$ cat src/hw/rtl/skha_pkg.sv
// ----------------------------------------------------------------------------
// skha_pkg
// Types, sizes and helpers of the string keyed hash accumulator.
// ----------------------------------------------------------------------------
package skha_pkg;

	// table geometry
	localparam int SLOTS   = 4096;
	localparam int KEY_LEN = 64;
	localparam int SLOT_W  = $clog2(SLOTS);
	localparam int POS_W   = $clog2(KEY_LEN);
	localparam int LEN_W   = $clog2(KEY_LEN + 1);
	localparam int KADDR_W = $clog2(SLOTS * KEY_LEN);
	localparam int USED_W  = $clog2(SLOTS + 1);

	// hash constants
	localparam logic [31:0] FNV_BASIS = 32'd2166136261;
	localparam logic [31:0] FNV_PRIME = 32'd16777619;
	localparam logic [7:0]  SEP_CHAR  = 8'h3B;

	// request kinds
	localparam logic KIND_KEY  = 1'b0;
	localparam logic KIND_READ = 1'b1;

	typedef enum logic [1:0] {
		OUT_INSERTED = 2'd0,
		OUT_ACCUM    = 2'd1,
		OUT_DROPPED  = 2'd2,
		OUT_READ     = 2'd3
	} outcome_t;

	typedef enum logic [3:0] {
		ST_CLEAR,
		ST_IDLE,
		ST_HASH,
		ST_PROBE_RD,
		ST_PROBE_CHK,
		ST_NEXT,
		ST_CMP_RD,
		ST_CMP_CHK,
		ST_ACC,
		ST_COPY_RD,
		ST_COPY_WR,
		ST_READ,
		ST_RESP
	} state_t;

	// memory port requests toward the table
	typedef struct packed {
		logic               tot_we;
		logic [SLOT_W-1:0]  tot_addr;
		logic [63:0]        tot_wd;
		logic               len_we;
		logic [SLOT_W-1:0]  len_addr;
		logic [POS_W-1:0]   len_wd;
		logic               key_we;
		logic [KADDR_W-1:0] key_addr;
		logic [7:0]         key_wd;
	} tbl_req_t;

	// registered read data from the table
	typedef struct packed {
		logic [63:0]      tot;
		logic [POS_W-1:0] len;
		logic [7:0]       key;
	} tbl_rsp_t;

	// commands to the key unit
	typedef struct packed {
		logic             absorb;
		logic [7:0]       key_byte;
		logic             clear;
		logic [POS_W-1:0] rd_addr;
	} key_cmd_t;

	// kept prefix of the key being assembled
	typedef struct packed {
		logic [POS_W-1:0]  n;
		logic [SLOT_W-1:0] h;
		logic [7:0]        buf_rd;
	} key_info_t;

	// pending result
	typedef struct packed {
		outcome_t    outcome;
		logic [11:0] idx;
		logic [63:0] total;
		logic [5:0]  klen;
		logic [7:0]  kbyte;
	} result_t;

	// flat address of one stored key byte
	function automatic logic [KADDR_W-1:0] key_addr(
		input logic [SLOT_W-1:0] slot,
		input logic [POS_W-1:0]  pos
	);
		logic [KADDR_W-1:0] base;
		base = KADDR_W'(slot) * KADDR_W'(KEY_LEN);
		return base + KADDR_W'(pos);
	endfunction

endpackage

$ cat src/hw/rtl/skha_key_unit.sv
// ----------------------------------------------------------------------------
// skha_key_unit
// Absorbs key bytes: buffer, FNV-1a hash and last separator tracking.
// ----------------------------------------------------------------------------
module skha_key_unit (
	input  logic                clk,
	input  logic                arst_n,
	input  skha_pkg::key_cmd_t  cmd,
	output skha_pkg::key_info_t info
);

	logic [7:0]                  buf_mem [skha_pkg::KEY_LEN];
	logic [7:0]                  buf_rd_q;
	logic [skha_pkg::LEN_W-1:0]  len_q;
	logic [31:0]                 hash_q;
	logic [31:0]                 sep_hash_q;
	logic [skha_pkg::POS_W-1:0]  sep_pos_q;
	logic                        is_sep;
	logic                        store;
	logic [31:0]                 hash_x;

	// separator at a cut-able position, byte kept below the length limit
	assign is_sep = (len_q >= skha_pkg::LEN_W'(1))
		&& (len_q <= skha_pkg::LEN_W'(skha_pkg::KEY_LEN - 1))
		&& (cmd.key_byte == skha_pkg::SEP_CHAR);
	assign store  = len_q < skha_pkg::LEN_W'(skha_pkg::KEY_LEN - 1);
	assign hash_x = hash_q ^ {24'd0, cmd.key_byte};

	// incoming key state
	always_ff @(posedge clk or negedge arst_n) begin
		if (!arst_n) begin
			len_q      <= '0;
			hash_q     <= skha_pkg::FNV_BASIS;
			sep_hash_q <= skha_pkg::FNV_BASIS;
			sep_pos_q  <= '0;
		end else if (cmd.clear) begin
			len_q      <= '0;
			hash_q     <= skha_pkg::FNV_BASIS;
			sep_hash_q <= skha_pkg::FNV_BASIS;
			sep_pos_q  <= '0;
		end else if (cmd.absorb) begin
			if (is_sep) begin
				sep_pos_q  <= skha_pkg::POS_W'(len_q);
				sep_hash_q <= hash_q;
			end
			if (store) begin
				hash_q <= hash_x * skha_pkg::FNV_PRIME;
			end
			if (len_q < skha_pkg::LEN_W'(skha_pkg::KEY_LEN)) begin
				len_q <= len_q + skha_pkg::LEN_W'(1);
			end
		end
	end

	// key byte buffer, one write and one registered read
	always_ff @(posedge clk) begin
		if (cmd.absorb && store) begin
			buf_mem[skha_pkg::POS_W'(len_q)] <= cmd.key_byte;
		end
		buf_rd_q <= buf_mem[cmd.rd_addr];
	end

	// kept prefix length and its hash
	always_comb begin
		info.buf_rd = buf_rd_q;
		if (len_q >= skha_pkg::LEN_W'(skha_pkg::KEY_LEN)) begin
			if (sep_pos_q != '0) begin
				info.n = sep_pos_q;
				info.h = sep_hash_q[skha_pkg::SLOT_W-1:0];
			end else begin
				info.n = skha_pkg::POS_W'(skha_pkg::KEY_LEN - 1);
				info.h = hash_q[skha_pkg::SLOT_W-1:0];
			end
		end else begin
			info.n = skha_pkg::POS_W'(len_q);
			info.h = hash_q[skha_pkg::SLOT_W-1:0];
		end
	end

endmodule

$ cat config.mk
export PLATFORM = sky130hd
export DESIGN_NAME = skha_key_unit
export DESIGN_NICKNAME = d
export VERILOG_FILES = /design/src/hw/rtl/skha_pkg.sv /design/src/hw/rtl/skha_key_unit.sv
export SDC_FILE = /design/constraint.sdc
export NUM_CORES = 1
export LEC_CHECK = 0
export BUFFER_PORTS_ARGS = -buffer_cell sky130_fd_sc_hd__buf_2
export CAP_MARGIN = 20
export CORE_ASPECT_RATIO = 1.25
export CORE_UTILIZATION = 35
export DETAILED_ROUTE_END_ITERATION = 10
export HOLD_SLACK_MARGIN = 0.15
export PLACE_DENSITY_LB_ADDON = 0.15
export SYNTH_ARGS = -nofsm -noshare
export SYNTH_HDL_FRONTEND = slang
export SYNTH_SLANG_ARGS = --single-unit
$ cat constraint.sdc
create_clock -name clk -period 6.1 [get_ports clk]
set_input_delay 1.22 -clock clk [delete_from_list [all_inputs] [get_ports clk]]
set_output_delay 1.22 -clock clk [all_outputs]
set_load 0.02 [all_outputs]
# Word level (Yosys, flattened, before mapping)
# Memories as Yosys holds them, arrays and structs flattened. A register that Yosys moved wholly into a read port is not among the register bits.
# Cells that the tools add are included.
classes:
  multipliers: 1
  n_reduce_logical: 11
  shift: 0
  mux: 16
  n_lt_le_gt_ge: 5
  bitwise_logic: 1
  eq_ne: 1
  div: 0
  addsub: 1
op_table:
  columns: ["cell", "n"]
  rows:
  - ["$mux 32", 3]
  - ["$mux 12", 3]
  - ["$mux 18", 2]
  - ["$mul 32x25->32 const B", 1]
  - ["$xor 32x8->32", 1]
  - ["$mux 7", 3]
  - ["$mux 6", 3]
  - ["$eq 8x6->1 const B", 1]
  - ["$reduce_bool 2->1", 4]
  - ["$add 7x1->7 const B", 1]
  - ["$ge 7x1->1 const B", 1]
  - ["$ge 7x7->1 const B", 1]
  - ["$le 7x6->1 const B", 1]
  - ["$lt 7x6->1 const B", 1]
  - ["$lt 7x7->1 const B", 1]
  - ["$reduce_and 2->1", 3]
  - ["$reduce_bool 6->1", 1]
  - ["$logic_and 1x1->1", 3]
  - ["$mux 1", 2]
word_totals:
  word_cells: 41
  ramBits: 512
  memories: 1
  latchBits: 0
  register_bits: 57
  output_inout_bits: 26
  input_bits: 18
  romBits: 0
memory_table:
  columns: ["memory", "words", "word_bits", "read_ports", "rd_ports_with_merged_regs", "wr", "line_no", "text"]
  rows:
  - ["buf_mem", 64, 8, 1, 1, 1, "skha_key_unit.sv:12", "logic [7:0] buf_mem [skha_pkg::KEY_LEN];"]

# Depth between registers and ports, before layout
logic_depth:
  ltp_word: 6
  mapped_depth: 18
  ltp_nobuf: 18

# Worst setup path after synthesis
# No wires, ideal clock.
synth_timing:
  path_type: "input-to-reg"
  startpoint: "in cmd[10] in the netlist's numbering"
  endpoint: "reg hash_q[11]"
  stages: 16
  n_path_buf: 0
  required_time_ps: 5991
  arrival_ps: 4791
  setup_time_ps: 109
  path_slack_ps: 1200
  path_cell_list: "xor2_1 ha_1 ha_1 inv_1 fa_1 inv_1 ha_1 ha_1 inv_1 fa_1 xnor2_1 xnor2_1 xnor3_1 xnor2_1 xnor2_1 a21oi_1"
synth_via:
  elab_chain_len: 5
synth_rtl:
  columns: ["item", "line_no", "text"]
  rows:
  - ["start: declaration", "skha_key_unit.sv:8", "input skha_pkg::key_cmd_t cmd,"]
  - ["$xor 32x8->32", "skha_key_unit.sv:27", "assign hash_x = hash_q ^ {24'd0, cmd.key_byte};"]
  - ["$mul 32x25->32", "skha_key_unit.sv:47", "hash_q <= hash_x * skha_pkg::FNV_PRIME;"]
  - ["$mux 32", "skha_key_unit.sv:46", "if (store) begin"]
  - ["$mux 32", "skha_key_unit.sv:41", "end else if (cmd.absorb) begin"]
  - ["$mux 32", "skha_key_unit.sv:36", "end else if (cmd.clear) begin"]
  - ["end signal: assignment", "skha_key_unit.sv:33", "hash_q <= skha_pkg::FNV_BASIS;"]
  - ["end signal: assignment", "skha_key_unit.sv:38", "hash_q <= skha_pkg::FNV_BASIS;"]
  - ["end signal: assignment", "skha_key_unit.sv:47", null]
  - ["end: declaration", "skha_key_unit.sv:15", "logic [31:0] hash_q;"]
# No other way between the ends. The select of a mux whose other input is x is not followed.
# A chain may end at the register's enable or synchronous reset.

# Final worst setup path
layout_timing:
  startpoint: "in cmd[9] in the netlist's numbering"
  endpoint: "reg hash_q[11]"
# The elaborated chain is that of the path after synthesis.

==> results.toml <==
[run_status]
status = "finished clean"

[floorplanning]
die_w_um = 231
ios = 44
die-height_um = 288
num_rows = 104
die_area_um2 = 66600
initial_core_util = 0.355
core_um2 = 64700

[final_layout]
final_cells = 2110
finalNetCount = 1287
area_growth_pct = 13.6
nFillCells = 5755
final_layout_size_suffix_gt1_frac = 0.276
post-route-util = 0.403
regArea_um2 = 16500
antennaDiodeCount = 0
multiInputGateArea_um2 = 6140
design_area_um2 = 26100

[synth]
synth_fa_ha_area_frac = 0.0315
synth_mux_area_frac = 0.174
synth-seq-area-share = 0.718
synthSimpleGateAreaFrac = 0.0334
synth_cells = 1141
synth_top_family_by_area = "multiplexers"
ys_ff_latch = 557
async_reset_ff_frac = 0.0664
ys_warn_count = 0
syn_area_per_cell_um2 = 20.1
yosysUniqueCellTypes = 47
synth_area_um2 = 23000
synth_compound_area_frac = 0.0136
synth_edf_count = 512
synth_xor_area_frac = 0.0136
ys.flop_type = "edfxtp_1"

[timing]
fin_skew_ns = 0.0248
setup_viol = 0
tightest_slew_ns = 1.09
fmax_ghz = 0.212
fin_crit_ns = 4.71
fin_setup_tns_ns = 0
maxSlewViolCount = 0
slew_headroom = 0.271
final.period_utilization = 0.772
rsz0062_at_grt = "no"
finalHoldViolations = 0

[clock_tree]
numCtsBuffers = 56
hold_buffers = 0
h-tree-depth = 2
cts_setup_buffers = 0
cts.repair.resized = 0
cts_root_buf = "clkbuf_16"
clkTransAtPathRegs_ns = 0.06
cts_tree = "built"
clockBufferDepth = 3
numClockSinks = 557
clock_latency_ns = 0.62

[worst_setup_path]
crit_slowest_cell = "fa_1"
worstPathMaxFanout = 12
worst-setup-path-type = "in2reg"
cp_num_buf_inv = 4
cp.required_ns = 6.63
worst_setup_path_start_kind = "input port"
path_cells = "buf_2, xor2_1, xnor2_1, ha_1, ha_1, ha_1, inv_1, fa_1, inv_1, ha_1, inv_1, fa_1, xnor2_1, xnor2_1, xnor3_1, xnor2_1, xnor2_1, a21oi_1"
cpMostUsedCell = "xnor2_1"
critical-path-max-stage-delay_ns = 0.53
end_kind = "register"
crit_family = "adder cells"
worstPathArrival_ns = 5.24

[global_routing]
grt_pass1_vias = 11600
gr-total-overflow = 0
antenna_found_initial = 4
grt_pass1_wl_um = 81600
track_usage = 0.172
grt_max_degree = 76

[power_and_ir_drop]
p_leak_nw = 8.49
p_per_area_nw_per_um2 = 385
vdd_drop_max_mv = 0.355
total_power_mw = 10.0

[routing]
drt-met1-wl_um = 22800
wl_met2_um = 28900
dr_wl_met3_um = 2310
routed_wl_um = 55600
drcViolationCount = 0
num_vias = 10800
maxUsedRoutingLayer = "met5"
first_iter_violations = 862
firstDrtPassIters = 4
via_per_inst = 5.14
wl_per_cell_um = 26.3
postRouteAntennaNets = 0

[place]
port_buffers = 43
dp_cells = 2006
place_area_um2 = 24200
hpwlAfterDp_um = 34900
place_congestion = 0.748

[run]
cap_violations = 0

[min_path]
hold_class = "reg2reg"
==> metal layers <==
metal  track usage  vias to the layer above
met5             0                        -
met4        0.0526                        2
met3        0.0331                       88
met2         0.298                      196
met1         0.216                     5812
li1              -                     4750
==> state kept, by name, indices dropped and copies added, names as in the netlist <==
register    flops
len_q           7
hash_q         12
buf_mem       512
sep_pos_q       6
buf_rd_q        8
sep_hash_q     12
==> layout by cell type (no fill, tap or decap), types with 8 or more instances in the layout <==
cell type / n
edfxtp_1: 512
mux4_2: 165
nor2_1: 107
clkbuf_16: 62
ha_1: 45
buf_2: 42
inv_1: 31
dfrtp_1: 23
buf_4: 19
xnor2_1: 18
a21oi_1: 17
xor2_1: 15
nand2_1: 15
clkinv_2: 15
mux2i_1: 14
dfstp_2: 14
nor2b_1: 13
mux2_2: 12
clkinv_1: 10
o21ai_0: 8
fa_1: 8
conb_1: 8
dfxtp_1: 8
==> power breakdown <==
group	internal (mW)	switching [mW]	leakage, nW
logic	1.07	1.22	2.42
clock network	1.97	1.50	0.922
registers	4.23	0.0468	5.14
==> tightest hold or removal path: stages, from the launching register on <==
cell	delay (ns)
dfrtp_1	0.34
mux2i_1	0.07
nor2_1	0.08
==> final cells by class <==
type | instances | share of cell area
clock inverters | 33 | 0.00902
flip-flops and latches | 557 | 0.632
inverters | 31 | 0.00446
repair buffers | 65 | 0.0160
clock buffers | 71 | 0.0623
well taps | 848 | 0.0407
multi-input cells | 505 | 0.236
==> cells by family after synthesis <==
kind of cell | Yosys count
fa+ha+maj | 53
flops | 557
mux | 191
compound gates | 47
xor+xnor | 34
buf+inv | 86
other cells | 1
simple gates | 172
==> synthesized netlist by cell type (2+ instances only) <==
cell type  instances  area, um2
dfrtp_1           23        576
nor3_1             7       35.0
and2_1             2       12.5
inv_1             31        116
clkbuf_1          32        120
o22a_1             2       17.5
dfstp_2           14        368
dfxtp_1            8        160
nor3b_1            2       15.0
mux2_2            12        135
fa_1               8        160
nor2b_1           13       81.3
nor2_1           107        402
o21ai_0            8       40.0
nand3b_1           3       22.5
nand4_1            5       31.3
or3_1              2       12.5
nand3_1            7       35.0
a211oi_1           4       30.0
buf_2              9       45.0
xnor2_1           18        158
a21o_1             2       15.0
nand2b_1           3       18.8
buf_1              5       18.8
buf_4              9       67.6
a21oi_1           17       85.1
ha_1              45        563
xor2_1            15        131
a22o_1             2       17.5
edfxtp_1         512      15400
mux4_2           165       3720
mux2i_1           14        140
nand2_1           15       56.3
a211o_1            7       61.3
==> stage by stage <==
step | hold slack [ns] | setup slack, ns
6_report | 0.517 | 1.39
5_1_grt | 0.545 | 1.19
4_1_cts | 0.524 | 1.38
3_5_place_dp | 0.506 | 0.742
3_3_place_gp | 0.498 | 0.708
2_1_floorplan | 0.482 | 1.20
==> worst paths after layout <==
check,startpoint,endpoint,slack (ns),cells past startpoint
setup / recovery,cmd[9],hash_q[11],1.39,18
max in group asynchronous,arst_n,sep_pos_q[5],4.75,1
min in group asynchronous,arst_n,hash_q[5],0.77,1
hold reg to reg,sep_hash_q[9],sep_hash_q[9],0.52,2
setup reg to reg,hash_q[2],hash_q[11],1.77,17
hold / removal,sep_hash_q[9],sep_hash_q[9],0.52,2
Note: power is estimated with default switching activity, not from simulation.
